--- config.mk ---
export PLATFORM = sky130hd
export DESIGN_NAME = ucbt_fifo
export DESIGN_NICKNAME = d
export VERILOG_FILES = /design/src/ucbt_fifo.sv
export SDC_FILE = /design/constraint.sdc
export NUM_CORES = 1
export LEC_CHECK = 0
export BUFFER_PORTS_ARGS = -buffer_cell sky130_fd_sc_hd__buf_2
export CORE_UTILIZATION = 45
export CTS_CLUSTER_DIAMETER = 200
export DETAILED_ROUTE_END_ITERATION = 8
export PLACE_DENSITY = 0.71
export SYNTH_ARGS = -nofsm -noshare
export SYNTH_HDL_FRONTEND = slang
export SYNTH_SLANG_ARGS = --single-unit
--- constraint.sdc ---
create_clock -name i_clk -period 2 [get_ports i_clk]
set_input_delay 0.4 -clock i_clk [delete_from_list [all_inputs] [get_ports i_clk]]
set_output_delay 0.4 -clock i_clk [all_outputs]
set_load 0.02 [all_outputs]
--- src/ucbt_fifo.sv ---
module ucbt_fifo #(
    parameter int WIDTH = 8,
    parameter int DEPTH = 2
) (
    input  logic                       i_clk,
    input  logic                       i_rst_n,
    input  logic                       i_push,
    input  logic [WIDTH-1:0]           i_data,
    output logic                       o_full,
    input  logic                       i_pop,
    output logic [WIDTH-1:0]           o_data,
    output logic                       o_empty,
    output logic [$clog2(DEPTH+1)-1:0] o_count
);
    localparam int PTR_W = $clog2(DEPTH);
    localparam int CNT_W = $clog2(DEPTH + 1);

    logic [WIDTH-1:0] r_mem [DEPTH];
    logic [PTR_W-1:0] r_wr;
    logic [PTR_W-1:0] r_rd;
    logic [CNT_W-1:0] r_count;
    logic             do_push;
    logic             do_pop;

    assign o_full  = (r_count == CNT_W'(DEPTH));
    assign o_empty = (r_count == '0);
    assign o_count = r_count;
    assign o_data  = r_mem[r_rd];
    assign do_push = i_push && !o_full;
    assign do_pop  = i_pop && !o_empty;

    always_ff @(posedge i_clk) begin
        if (!i_rst_n) begin
            r_wr    <= '0;
            r_rd    <= '0;
            r_count <= '0;
        end else begin
            if (do_push) begin
                r_wr <= (r_wr == PTR_W'(DEPTH - 1)) ? '0 : r_wr + 1'b1;
            end
            if (do_pop) begin
                r_rd <= (r_rd == PTR_W'(DEPTH - 1)) ? '0 : r_rd + 1'b1;
            end
            if (do_push && !do_pop) begin
                r_count <= r_count + 1'b1;
            end else if (do_pop && !do_push) begin
                r_count <= r_count - 1'b1;
            end
        end
    end

    always_ff @(posedge i_clk) begin
        if (do_push) begin
            r_mem[r_wr] <= i_data;
        end
    end

endmodule

After elaboration in Yosys (flattened, before gate mapping)

Memories as Yosys holds them, arrays and structs flattened. A register that Yosys moved wholly into a read port is not among the register bits.
Index checks and enable logic that the tools add are counted.

Input bits: 12
Bits in latches: 0
Memories: 1
Logic and storage cells: 27
Bits in writable memories: 16
Bits in registers: 4
Output and inout port bits: 12
Memory bits (read-only): 0

Memories:

| name  | depth | width | read ports | clocked after Yosys merged registers in | wr ports | RTL line | source |
|---|---|---|---|---|---|---|---|
| r_mem | 2     | 8     | 1          | 1                                       | 1        | 18       | `logic [WIDTH-1:0] r_mem [DEPTH];` |

Bitwise operators: 0
Equality and inequality tests: 1
Shift-type cells: 0
$lt $le $gt $ge: 0
Multipliers: 0
Reduce and logical (&&, ||, !) cells: 10
Add/subtract/negate cells: 4
Mux-type cells: 8
Div/mod/pow operators: 0

Operators with widths:

| kind                | number |
|---|---|
| $mux 1              | 6 |
| $logic_and 1x1->1   | 4 |
| $logic_not 1->1     | 4 |
| $mux 2              | 2 |
| $add 1x1->1 const B | 2 |
| $add 2x1->2 const B | 1 |
| $eq 2x2->1 const B  | 1 |
| $logic_not 2->1     | 1 |
| $reduce_bool 2->1   | 1 |
| $sub 2x1->2 const B | 1 |

Depth between registers and ports, before layout

Word-level depth: 7
Gate-level depth with buffers: 7
Gate-level depth less buffers: 7

Worst setup path after synthesis

OpenSTA, ideal clock, no wires.

Kind: register to register
Start: register r_count[0] (netlist: o_count[0])
End: register r_count[1] (netlist: o_count[1])
Cell stages (with the launch flop): 7
Library setup time: 70 ps
Slack: 347 ps
Data required time: 1,930 ps
Path buffers: 0
Arrival: 1,583 ps
Period minus slack after synthesis: 1,653 ps
Cell sequence: dfxtp_1 -> nand2b_1 -> inv_2 -> nor2_1 -> ha_1 -> or3_1 -> a21boi_1

Cells in the longest elaborated chain, start to end: 6
Elaborated cells on any way between the ends: 15
Classes of those cells: add/sub (2); eq/ne (1); mux (2); reduce/logical (10)

Ends and longest elaborated chain:

| item                               | RTL line | source |
|---|---|---|
| start, declared                    | 21       | `logic [CNT_W-1:0] r_count;` |
| start signal, assigned             | 45       | `r_count <= r_count + 1'b1;` |
| start signal, assigned             | 47       | `r_count <= r_count - 1'b1;` |
| $eq 2x2->1 *                       | 25       | `assign o_full = (r_count == CNT_W'(DEPTH));` |
| named net o_full                   | 9        | `output logic o_full,` |
| $logic_not 1->1 *                  | 29       | `assign do_push = i_push && !o_full;` |
| $logic_and 1x1->1 *                | 29       |  |
| $logic_not 1->1                    | 46       | `end else if (do_pop && !do_push) begin` |
| $logic_and 1x1->1                  | 46       |  |
| $reduce_bool 2->1 (no source line) | -        |  |

The timed path passes the listed nets; every way through them passes the cells marked *. The select of a mux whose other input is x is not followed.
A chain may end at the register's enable or synchronous reset.

==> metrics.md <==
| Metric | Value |
|---|---|
| Status | completed |
| Fmax | ~560 MHz |
| Seq cells post-synth | 21 |
| DR pass1 iterations | 3 |
| Ant diodes | 0 |
| Final Non-Filler Cells | around 100 |
| Post_cts resized | 0 |
| Fin. max-slew vios | 0 |
| Antenna violations before repair | 0 |
| Int Pwr | 840.6 uW |
| Worst Skew | roughly 0.0080 ns |
| Period utilization | 88.65% |
| Post-route ant nets | 0 |
| Root buffer cell | clkbuf_4 |
| CP max stage cell | dfxtp_1 |
| Placed Cells | 97 |
| DR DRC count | 0 |
| CP delay by family, top | flip-flops |
| Pwr dens | ~1300 nW/um2 |
| Row cnt | 14 |
| Worst EP required | about 1.6 ns |
| Hold path depth | 1 |
| Input/output buffers | 23 |
| Core Util, Final | between 60% and 70% |
| Max H-tree Level | 1 |
| Overflow after GRT | 0 |
| Reg2reg end | o_count[1] |
| Setup TNS | 0 ns |
| Post-Syn Area | between 800 and 900 um2 |
| VDD IR max | just over 0.8 mV |
| Fin nets | 91 |
| Synth top area cells | edfxtp_1 59%, dfxtp_1 12%, mux2_2 11%, and2_1 2.3%, xnor2_1 2.2% |
| GP Congestion | ~0.68 |
| Switching Share | around 34% |
| Worst Hold Class | input pin to flop |
| Worst-path maximum fanout | 8 |
| Height of the chip | roughly 44 um |
| Worst Hold Endpoint | r_mem[1][4] |
| Comb power frac | 36.4% |
| CTS tree | done |
| Largest net degree at the start of global routing | 12 |
| Worst Reg-to-Reg Cells | 6 |
| Drt via density | about 4.7 |
| Die width | ~44 um |
| Yosys top cell by area | edfxtp_1 |
| WP data arrival | roughly 1.4 ns |
| GRT Total Usage | 12.96% |
| Flop pwr share | between 40% and 50% |
| Max-cap violations | 0 |
| Postcts setup bufs | 0 |
| Startpoint types | flop |
| Slew headroom | about three quarters |
| Clock Tree Buf Depth | 2 |
| Fill cells | 132 |
| Top Ports | 24 |
| Min-delay src | i_data[4] |
| CP Capture Type | primary output |
| Clock sink total | 21 |
| Syn Inst Count | 50 |
| Fin crit period | 1.773 ns |
| Reg2Reg Setup Slack | between 0.4 and 0.5 ns |
| Register area | about 580 um2 |
| Total CTS buffers | 3 |
| Tightest Pin Transition | between 0.3 and 0.4 ns |
| CP bufs+invs | 1 |
| RR Startpoint | o_count[0] |
| Routed via count | approximately 480 |
| Seq/Total Area, Yosys | 71.72% |
| Share of layout cells above drive strength 1 | 48.05% |
| Synth cell types | 20 |
| Worst Path Class, Setup | flop to primary output |
| P_leak | slightly below 0.4 nW |
| Endpoints failing setup | 0 |
| Clock share of power | between 10% and 20% |
| Vias in the first global route | between 400 and 500 |
| Syn avg cell area | roughly 16 um2 |
| Area Overhead vs Synth | 21.48% |
| Worst skew pair latency | 0.29 ns |
| Initial DRC Count | 4 |
| Core Region | around 1600 um2 |
| Yosys top cell area share | between 50 and 60% |
| Critical-path cell list | mux2_2 > buf_2 |
| Multi-input logic area | roughly 220 um2 |
| CP peak stage delay | about 0.55 ns |
| Final Hold Viols | 0 |
| Clk slew on worst S/H paths | roughly 0.11 ns |
| Syn nets | 63 |
| Cts hold-fix bufs | 0 |
| Ys Warns | 0 |
| Avg WL per Cell | about 11 um |
| Global-route wire length before repair | roughly 1.7 mm |
| Sw Pwr | 425.9 uW |
| Starting Density | between 50% and 60% |
| Die Footprint | slightly below 2000 um2 |
| Routed WL | between 1 and 1.5 mm |
| RSZ-0062 raised after global routing | no |
[layout make-up]
type	instances	area share (%)
flip-flops and latches	21	59.03
multi-input cells	26	22.01
repair buffers	24	12.47
well taps	24	3.053
clock buffers	4	2.672
inverters	2	0.7634
[cells in the mapped netlist (all sizes together)]
cell     n
edfxtp  16
mux2     8
dfxtp    5
and2     3
a21boi   2
inv      2
nor2     2
o21ai    2
xnor2    2
and3     1
buf      1
ha       1
nand2b   1
nor3     1
o21a     1
or3      1
xor2     1
[how the worst max path moves through the flow]
stage               start    endpoint  slack (ns)  cells past startpoint
2_1_floorplan  o_count[0]  o_count[1]        0.35                      6
3_3_place_gp   o_count[0]  o_count[1]        0.50                      6
3_5_place_dp   o_count[0]  o_count[1]        0.44                      6
4_1_cts              flop   o_data[5]        0.20                      2
5_1_grt              flop   o_data[7]        0.13                      2
6_report             flop   o_data[5]        0.23                      2
[per-stage QoR]
| stage | setup slack, ns | power, mW | hold slack [ns] | instance area [um2] |
|---|---|---|---|---|
| 2_1_floorplan | 0.3470 | 0.9546 | 0.4989 | 809.5 |
| 3_3_place_gp | 0.4955 | 1.087 | 0.5247 | 957.2 |
| 3_5_place_dp | 0.4388 | 1.094 | 0.5348 | 957.2 |
| 4_1_cts | 0.1952 | 1.286 | 0.2837 | 983.4 |
| 5_1_grt | 0.1342 | 1.345 | 0.2732 | 983.4 |
| 6_report | 0.2269 | 1.267 | 0.2936 | 983.4 |
[worst register-to-register path: stages (launching register included)]
cell,delay (ns)
dfxtp_1,0.44
nand2b_1,0.18
inv_2,0.06
nor2_1,0.09
ha_1,0.26
or3_1,0.35
a21boi_1,0.13
[flip-flops by register name (all words and copies together), names as in the netlist, named ones only]
register  count
r_rd          1
r_wr          1
r_mem        16
o_count       2
[cells by family (layout without fill, tap and decap cells)]
logic type | after synthesis | count (layout) | synth area share [%]
AOI/OAI and AO/OA | 5 | 5 | 4.018
xor gates and xnor gates | 3 | 3 | 3.246
adders and majority gates | 1 | 1 | 1.545
buffers and inverters | 3 | 30 | 1.544
DFF | 21 | 21 | 71.72
muxes | 8 | 8 | 11.13
and+or+nand+nor | 9 | 9 | 6.803
[cell usage in the layout, fill, tap and decap left out]
cell type  count
o21a_1         1
buf_2         23
clkbuf_4       3
xor2_1         1
o21ai_1        1
dfxtp_1        5
nor3_2         1
inv_2          1
edfxtp_1      16
or3_1          1
inv_1          1
clkbuf_1       1
and3_1         1
mux2_2         8
buf_4          1
o21ai_0        1
nand2b_1       1
and2_1         3
nor2_1         2
ha_1           1
a21boi_0       1
a21boi_1       1
xnor2_1        2
[metal layers]
layer,wire [um],share of wire (%),global-route usage [%],vias up
li1,-,-,-,235
met1,482,43,12.33,226
met2,568,51,23.24,13
met3,48,4.3,4.082,2
met4,15,1.3,9.091,0
met5,0,0,0,-
[power groups by stage]
stage / clock, mW / combinational [mW] / sequential, mW
finish: 0.189 / 0.461 / 0.616
global route: 0.215 / 0.499 / 0.630
CTS: 0.200 / 0.468 / 0.618
detailed placement: 0 / 0.467 / 0.627
global placement: 0 / 0.462 / 0.625
floorplan: 0 / 0.333 / 0.621
Note: power is estimated with default switching activity, not from simulation.
