<file path="src/ucbt_pkg.sv">
package ucbt_pkg;

    // defaults for the top level parameters
    localparam int COORD_BITS_DEF = 24;
    localparam int SAMPLES_DEF    = 10;
    localparam int MAX_REPEAT_DEF = 3;

    // curve geometry
    localparam int NUM_AXES  = 3;
    localparam int NUM_TAPS  = 4;
    localparam int WIN_DEPTH = 3;
    localparam logic [1:0] PS_FULL   = 2'(WIN_DEPTH);
    localparam logic [1:0] HEAD_LAST = 2'(WIN_DEPTH - 1);

    // basis weights are unsigned q1.16
    localparam int WEIGHT_BITS = 17;
    localparam int FRAC_BITS   = 16;

    // queue depths
    localparam int JOB_DEPTH = 2;
    localparam int OUT_DEPTH = 4;

    typedef enum logic [1:0] {
        FS_IDLE,
        FS_COPY,
        FS_WRAP
    } t_front_state;

    // exact numerator of basis j at sample k, denominator is 6*s^3
    function automatic longint bs_num(input int j, input int k, input int s);
        longint kk;
        longint ss;
        longint num;
        kk = longint'(k);
        ss = longint'(s);
        case (j)
            0: num = (ss - kk) * (ss - kk) * (ss - kk);
            1: num = 3 * kk * kk * kk - 6 * kk * kk * ss + 4 * ss * ss * ss;
            2: num = -3 * kk * kk * kk + 3 * kk * kk * ss + 3 * kk * ss * ss + ss * ss * ss;
            default: num = kk * kk * kk;
        endcase
        return num;
    endfunction

endpackage

</file>
<file path="src/ucbt_front.sv">
module ucbt_front #(
    parameter int COORD_BITS = ucbt_pkg::COORD_BITS_DEF,
    parameter int MAX_REPEAT = ucbt_pkg::MAX_REPEAT_DEF
) (
    input  logic                         i_clk,
    input  logic                         i_rst_n,
    input  logic                         i_cfg_we,
    input  logic                         i_cfg_wdata,
    input  logic signed [COORD_BITS-1:0] i_point_x,
    input  logic signed [COORD_BITS-1:0] i_point_y,
    input  logic signed [COORD_BITS-1:0] i_point_z,
    input  logic [1:0]                   i_multiplicity,
    input  logic                         i_final_point,
    input  logic                         i_push,
    output logic                         o_full,
    input  logic                         i_job_full,
    output logic                         o_job_push,
    output logic [ucbt_pkg::NUM_AXES*ucbt_pkg::NUM_TAPS*COORD_BITS:0] o_job
);
    import ucbt_pkg::*;

    localparam int JOB_W = NUM_AXES * NUM_TAPS * COORD_BITS + 1;

    t_front_state r_state;
    t_front_state n_state;

    logic                         r_closed;
    logic signed [COORD_BITS-1:0] r_pt   [NUM_AXES];
    logic signed [COORD_BITS-1:0] r_win  [NUM_AXES][WIN_DEPTH];
    logic signed [COORD_BITS-1:0] r_head [NUM_AXES][WIN_DEPTH];
    logic [1:0]                   r_rem;
    logic [1:0]                   r_hidx;
    logic [1:0]                   r_ps;
    logic                         r_last;

    logic signed [COORD_BITS-1:0] cur [NUM_AXES];
    logic [1:0]                   rep;
    logic [1:0]                   ps_next;
    logic                         accept;
    logic                         emit;
    logic                         step;
    logic                         last_copy;
    logic                         wrap;
    logic                         fin;
    logic                         end_curve;

    // clamp of the repeat count
    always_comb begin
        if (i_multiplicity == 2'd0) begin
            rep = 2'd1;
        end else if (int'(i_multiplicity) > MAX_REPEAT) begin
            rep = 2'(MAX_REPEAT);
        end else begin
            rep = i_multiplicity;
        end
    end

    // one expanded point per cycle, unless a segment waits on a full job queue
    always_comb begin
        for (int c = 0; c < NUM_AXES; c++) begin
            cur[c] = (r_state == FS_WRAP) ? r_head[c][r_hidx] : r_pt[c];
        end
        accept    = i_push && !o_full;
        emit      = (r_ps == PS_FULL);
        step      = (r_state != FS_IDLE) && !(emit && i_job_full);
        ps_next   = emit ? PS_FULL : r_ps + 1'b1;
        last_copy = (r_state == FS_COPY) && (r_rem == 2'd1);
        wrap      = last_copy && r_last && r_closed && (ps_next == PS_FULL);
        fin       = (last_copy && !wrap) || ((r_state == FS_WRAP) && (r_hidx == HEAD_LAST));
        end_curve = fin && ((r_state == FS_WRAP) || r_last);
    end

    always_comb begin
        n_state = r_state;
        case (r_state)
            FS_IDLE: begin
                if (accept) n_state = FS_COPY;
            end
            FS_COPY: begin
                if (step && last_copy) n_state = wrap ? FS_WRAP : FS_IDLE;
            end
            FS_WRAP: begin
                if (step && (r_hidx == HEAD_LAST)) n_state = FS_IDLE;
            end
            default: n_state = FS_IDLE;
        endcase
    end

    always_comb begin
        o_full     = (r_state != FS_IDLE) || !i_rst_n;
        o_job_push = step && emit;
        o_job      = '0;
        for (int c = 0; c < NUM_AXES; c++) begin
            for (int j = 0; j < WIN_DEPTH; j++) begin
                o_job[(c * NUM_TAPS + j) * COORD_BITS +: COORD_BITS] = r_win[c][j];
            end
            o_job[(c * NUM_TAPS + WIN_DEPTH) * COORD_BITS +: COORD_BITS] = cur[c];
        end
        o_job[JOB_W-1] = fin;
    end

    always_ff @(posedge i_clk) begin
        if (!i_rst_n) begin
            r_state  <= FS_IDLE;
            r_closed <= 1'b1;
            r_ps     <= '0;
        end else begin
            r_state <= n_state;
            if (i_cfg_we) begin
                r_closed <= i_cfg_wdata;
            end
            if (step) begin
                r_ps <= end_curve ? 2'd0 : ps_next;
            end
        end
    end

    always_ff @(posedge i_clk) begin
        if (accept) begin
            r_pt[0] <= i_point_x;
            r_pt[1] <= i_point_y;
            r_pt[2] <= i_point_z;
            r_rem   <= rep;
            r_last  <= i_final_point;
        end else if (step && (r_state == FS_COPY)) begin
            r_rem <= r_rem - 1'b1;
        end
        if (step) begin
            for (int c = 0; c < NUM_AXES; c++) begin
                if (emit) begin
                    for (int j = 0; j < WIN_DEPTH - 1; j++) begin
                        r_win[c][j] <= r_win[c][j+1];
                    end
                    r_win[c][WIN_DEPTH-1] <= cur[c];
                end else begin
                    r_win[c][r_ps]  <= cur[c];
                    r_head[c][r_ps] <= cur[c];
                end
            end
            r_hidx <= (r_state == FS_WRAP) ? r_hidx + 1'b1 : 2'd0;
        end
    end

endmodule

</file>
<file path="config.mk">
export PLATFORM = sky130hd
export DESIGN_NAME = ucbt_front
export DESIGN_NICKNAME = d
export VERILOG_FILES = /design/src/ucbt_pkg.sv /design/src/ucbt_front.sv
export SDC_FILE = /design/constraint.sdc
export NUM_CORES = 1
export LEC_CHECK = 0
export BUFFER_PORTS_ARGS = -buffer_cell sky130_fd_sc_hd__buf_2
export CAP_MARGIN = 20
export CORE_MARGIN = 5
export CORE_UTILIZATION = 60
export DETAILED_ROUTE_END_ITERATION = 10
export PLACE_DENSITY = 0.85
export RECOVER_POWER = 50
export SLEW_MARGIN = 20
export SYNTH_ARGS = -nofsm -noshare
export SYNTH_HDL_FRONTEND = slang
export SYNTH_SLANG_ARGS = --single-unit
</file>
<file path="constraint.sdc">
create_clock -name i_clk -period 10.5 [get_ports i_clk]
set_input_delay 0.525 -clock i_clk [delete_from_list [all_inputs] [get_ports i_clk]]
set_output_delay 0.525 -clock i_clk [all_outputs]
set_load 0.005 [all_outputs]
</file>
=== After elaboration in Yosys (flattened, before gate mapping) ===
Memory sizes are Yosys's and may differ from the RTL's.
Index checks and enable logic that the tools add are counted.

* Register bits: 10
* Bits in writable memories: 504
* Memories: 3
* Word-level logic and storage cells: 517
* Output and inout bits: 291

* $add $sub $neg: 3
* Mux-type cells: 248
* Reduce and logical (&&, ||, !) cells: 27
* Equality and inequality tests: 9
* Bitwise gates (word level): 218
* Magnitude comparators: 3

{| class="wikitable"
|+ Memory list
! name !! words !! width !! rd ports !! clocked after memory_dff !! write ports !! RTL line !! text
|-
| r_head || 3 || 72 || 3 || 0 || 3 || ucbt_front.sv:30 || <nowiki>logic signed [COORD_BITS-1:0] r_head [NUM_AXES][WIN_DEPTH];</nowiki>
|-
| r_win || 3 || 72 || 3 || 0 || 3 || ucbt_front.sv:29 || <nowiki>logic signed [COORD_BITS-1:0] r_win [NUM_AXES][WIN_DEPTH];</nowiki>
|-
| r_pt || 3 || 24 || 3 || 0 || 3 || ucbt_front.sv:28 || <nowiki>logic signed [COORD_BITS-1:0] r_pt [NUM_AXES];</nowiki>
|}

{| class="wikitable"
|+ Operator list
! kind !! count
|-
| $mux 24 || 10
|-
| $mux 1 || 223
|-
| $or 1x1->1 || 216
|-
| $bmux 24 s2 || 3
|-
| $mux 72 || 1
|-
| $demux 24 s2 || 1
|-
| $mux 2 || 9
|-
| $logic_and 1x1->1 || 15
|-
| $eq 2x2->1 const B || 4
|-
| $ge 3x3->1 const B || 2
|-
| $not 2->3 || 2
|-
| $pmux 2 s3 || 1
|-
| $add 2x1->2 const B || 2
|-
| $eq 2x1->1 const B || 2
|-
| $logic_not 1->1 || 4
|-
| $logic_not 2->1 || 2
|-
| $ne 2x2->1 const B || 2
|-
| $reduce_bool 2->1 || 2
|-
| $logic_or 1x1->1 || 3
|-
| $lt 3x1->1 const B || 1
|-
| $reduce_and 3->1 || 1
|-
| $ne 2x1->1 const B || 1
|-
| $sub 2x1->2 const B || 1
|}

=== Logic depth before layout (Yosys ltp) ===
* Depth after elaboration: 10
* Gate-level depth with buffers: 6
* Depth with buffers taken out: 5

=== Worst setup path after synthesis ===
OpenSTA, ideal clock, no wires.

* Path kind: flip-flop to flip-flop
* Start point: register r_state[1]
* End point: memory r_win[0][0] (netlist bit) (enable)
* Setup time: 0.511 ns
* Buffers on the path: 2
* Data required time: 9.989 ns
* Path slack: 6.081 ns
* Cell stages (with the launch flop): 5
* Arrival time: 3.908 ns
* Cells stage by stage: dfxtp_1 buf_4 o21bai_2 clkbuf_1 o21ai_1

{| class="wikitable"
|+ RTL lines
! item !! RTL line !! text
|-
| start, declared || ucbt_front.sv:24 || <nowiki>t_front_state r_state;</nowiki>
|-
| start signal, assigned || ucbt_front.sv:108 || <nowiki>r_state <= n_state;</nowiki>
|-
| end, declared || ucbt_front.sv:29 ||
|}

=== Final worst setup path ===
* Start point: register r_ps[1]
* End point: register r_ps[0]

* Longest elaborated chain between the ends: 9
* Elaborated cells on any way between the ends: 13

{| class="wikitable"
|+ RTL lines
! item !! RTL line !! text
|-
| start, declared || ucbt_front.sv:33 || <nowiki>logic [1:0] r_ps;</nowiki>
|-
| start signal, assigned || ucbt_front.sv:113 || <nowiki>r_ps <= end_curve ? 2'd0 : ps_next;</nowiki>
|-
| $add 2x1->2 / $eq 2x2->1 (equally long branches) || ucbt_front.sv:66, ucbt_front.sv:64 ||
|-
| $mux 2 || ucbt_front.sv:66 || <nowiki>ps_next = emit ? PS_FULL : r_ps + 1'b1;</nowiki>
|-
| $eq 2x2->1 || ucbt_front.sv:68 || <nowiki>wrap = last_copy && r_last && r_closed && (ps_next == PS_FULL);</nowiki>
|-
| $logic_and 1x1->1 || ucbt_front.sv:68 ||
|-
| $logic_not 1->1 || ucbt_front.sv:69 || <nowiki>fin = (last_copy && !wrap) || ((r_state == FS_WRAP) && (r_hidx == HEAD_LAST));</nowiki>
|-
| $logic_and 1x1->1 || ucbt_front.sv:69 ||
|-
| $logic_or 1x1->1 || ucbt_front.sv:69 ||
|-
| $logic_and 1x1->1 || ucbt_front.sv:70 || <nowiki>end_curve = fin && ((r_state == FS_WRAP) || r_last);</nowiki>
|-
| $mux 2 || ucbt_front.sv:113 ||
|}

Parallel ways exist; a longest one is shown, timed or not.
A chain may end at the register's enable or synchronous reset.

==> key figures <==
GRT
  – Initial antenna violation count: 2
  – Via count of the first global-routing pass: around 14000
  – GRT overflow: 0
  – First-pass GRT wire length: 83060 µm
  – Overall global routing resource usage: 0.2790
  – Pin count of the biggest net entering global routing: 110

Clock network
  – Post-CTS Hold Fix Bufs: 0
  – Clock tree from TritonCTS: built
  – Cts bufs inserted: 52
  – Clk Tree Root Cell: clkbuf_16
  – Post-CTS setup buffer count: 0
  – Post-cts gate resize count: 0
  – Clock slew at reported path FFs: 0.06 ns
  – CTS sink cnt: 514
  – Largest buffer count on any clock path: 3
  – Number of H-tree branching levels: 2
  – Insertion delay of the later-clocked pin in the worst-skew pair: between 0.5 and 0.6 ns

Placement
  – Instance count after placement with tap cells included: between 1500 and 2000
  – Total of buffers placed on input and output ports: roughly 370
  – Post-DP HPWL: 33090 µm
  – Global placer's final weighted congestion: 0.7836

Routing
  – Met3 Routed Length: around 5500 µm
  – Number of remaining DRC errors: 0
  – Number of vias per cell after detailed routing: 6.380
  – Met2 wirelength from detailed routing: 27760 µm
  – WL final: ~56000 µm
  – Per-cell routed wire length: 26.75 µm
  – Top sig layer: met5
  – Router iterations before antenna repair: 5
  – Violation count after the first detailed-route iteration: 1198
  – Detailed-route via count: 13360
  – Antenna-violating nets left: 0
  – Met1 layer wirelength in the final routing: 21080 µm

Yosys
  – Count of state elements after synthesis: 514
  – Number of nets in the synthesized netlist: 1316
  – Top cells by instance count after synthesis: edfxtp_1, nor2_1, o31ai_1
  – Most area-consuming cells after synthesis: edfxtp_1, a221oi_4, o31ai_1
  – Async SR Flop Fraction: 0
  – Count of unique library cells instantiated by Yosys: 37
  – Ys flop type: edfxtp_1
  – Mean cell area of the mapped netlist: 17.27 µm²
  – Post-synthesis instance area: ~21000 µm²
  – Cell accounting for the most synthesized area: edfxtp_1
  – Number of instances in the synthesized netlist: ~1200
  – Synth warnings: 0
  – Fraction of the yosys area taken by sequential cells: 0.7227
  – Leading cell type by number of instances after synthesis: edfxtp_1
  – EDFF count, synth: around 510
  – Share of the synthesized area in the top cell type: 0.7180

Timing
  – Peak Freq: 144.3 MHz
  – Hold slack final: between 0.1 and 0.15 ns
  – Clock period minus final worst setup slack: 6.932 ns
  – Final Slew Violations: 347
  – Post-route setup TNS: 0 ns
  – Worst-Margin Slew: 5.020 ns
  – Slew margin rel.: -2.347
  – Final critical-path share of the clock period: 0.6601
  – RSZ-0062 raised after global routing: false
  – Worst clock skew: 0.01445 ns
  – Final number of hold-violating endpoints: 0
  – Setup-failing EPs final: 0

Cells and area
  – Share of cells above drive strength 1: 0.2538
  – Share of the core filled with cells: 0.6925
  – Total Nets Final: 1671
  – Final std cells w/o fill: 2094
  – Synth-to-layout area growth: 14.86%

Worst setup path
  – Highest-delay cell along the critical path: dfxtp_1
  – Crit-path cells: clkbuf_1 > buf_16 > inv_1 > nand2b_1 > clkinvlp_2 > clkbuf_1 > clkbuf_1 > a211oi_1
  – Critical path start-end classification: reg2reg
  – Buffering stage count on the worst path with inverters included: 6
  – Most prevalent standard cell on the critical path: clkbuf_1
  – Largest driver fanout on the critical path: 78
  – Endpoint type of the worst setup path: register
  – Data required time of the critical path: about 11 ns
  – Maximum single-stage delay on the critical path: around 1.3 ns
  – Critical Path Start Type: register
  – Family of cells with the greatest summed delay on the critical path: buffers and inverters
  – Signal arrival time at the worst endpoint: 7.41 ns

Floorplanning
  – Core footprint: 35310 µm²
  – Die boundary height: 198.4 µm
  – Die W: about 200 µm
  – Total Die Area: between 30000 and 40000 µm²
  – Number of primary I/O pins: 372
  – Site Rows: between 60 and 70
  – Initial core utilization: 0.6029

Power and ir drop
  – VDD IR-drop max: 0.0001875 V
  – Leakage power: 8.265 nW
  – Overall power consumption: 4.669 mW
  – Pwr/cell area: approximately 190 nW/µm²

Run status
  – Violations in the final reports: max-capacitance violations, max-slew violations
  – Outcome: complete, but fails checks

Hold path
  – Type of the worst min-delay path: in2reg

Flow run
  – Max-Cap Viols: 10
[path summary, 6_finish.rpt]
path,cells past startpoint,to,startpoint,slack [ns]
worst min register to register,2,r_win[1][41],r_win[1][17],0.58
worst max register to register,8,r_ps[0],r_ps[1],3.57
worst min-delay path,1,r_pt[0][36],i_point_y[12],0.11
worst max-delay path,8,r_ps[0],r_ps[1],3.57
[layout make-up]
type | instances | area [µm²]
Clock inverter | 35 | 329.1
Fill cell | 2344 | 10860
Multi-Input combinational cell | 620 | 4961
Clock buffer | 62 | 1360
Antenna cell | 2 | 5.005
Timing Repair Buffer | 392 | 1798
Sequential cell | 514 | 15380
Inverter | 8 | 37.54
Tap cell | 461 | 576.8
[worst register-to-register path: stages, from the launching register on]
cell,delay [ns]
dfxtp_1,1.33
clkbuf_1,1.23
buf_16,0.35
inv_1,0.22
nand2b_1,0.28
clkinvlp_2,0.98
clkbuf_1,1.02
clkbuf_1,0.94
a211oi_1,0.47
[per-layer routing]
layer	track usage	vias to the layer above
met3	0.04986	119
met1	0.3766	6645
met2	0.4633	904
li1	-	5690
met4	0.09921	2
met5	0	-
[layout by cell type, fill, tap and decap left out, types with 2 or more instances in the layout]
| cell type | synthesis | routed |
|---|---|---|
| inv_6 | 0 | 5 |
| a21o_1 | 3 | 3 |
| nor2b_1 | 4 | 3 |
| bufinv_16 | 0 | 5 |
| inv_1 | 6 | 5 |
| mux2_1 | 3 | 3 |
| a221oi_2 | 20 | 7 |
| diode_2 | 0 | 2 |
| nor2_1 | 149 | 149 |
| a221oi_4 | 52 | 32 |
| buf_2 | 25 | 206 |
| clkinvlp_4 | 0 | 5 |
| and3_1 | 2 | 2 |
| o31ai_1 | 145 | 145 |
| clkbuf_1 | 38 | 180 |
| o21ai_0 | 143 | 144 |
| mux2_4 | 58 | 58 |
| edfxtp_1 | 509 | 509 |
| dfxtp_1 | 5 | 5 |
| nand2_1 | 6 | 4 |
| a221oi_1 | 1 | 34 |
| clkinv_2 | 0 | 8 |
| clkinvlp_2 | 0 | 2 |
| clkbuf_16 | 0 | 53 |
| buf_1 | 2 | 2 |
| ha_1 | 2 | 2 |
| mux2i_1 | 2 | 2 |
| nand2b_1 | 2 | 2 |
| buf_4 | 9 | 12 |
| clkinv_1 | 0 | 11 |
| nand2_8 | 0 | 2 |
| nand3_1 | 3 | 3 |
| mux2_2 | 12 | 12 |
[registers in the layout, indices dropped and copies added, names as in the netlist]
register,flops
r_head,216
r_win,216
r_pt,72
r_hidx,2
r_ps,2
r_rem,2
r_state,2
r_closed,1
r_last,1
[metrics by stage]
stage	area, µm²	setup WS (ns)
2_1_floorplan	21290	6.081
3_3_place_gp	23410	6.580
3_5_place_dp	23510	6.607
4_1_cts	25200	6.080
5_1_grt	24450	3.130
6_report	24450	3.568
[where the power goes]
part	internal, mW	switching (mW)
clock network	1.05	0.775
logic	0.122	0.279
registers	2.40	0.0443
total	3.57	1.10
[logic make-up after synthesis]
kind of cell,Yosys count,synth area share
AOI/OAI and AO/OA,373,0.1679
adders and majority gates,2,0.001175
buffers and inverters,99,0.02651
DFF,514,0.7227
muxes,75,0.04978
and+or+nand+nor,170,0.03203
Power figures use the tool's default switching activity.
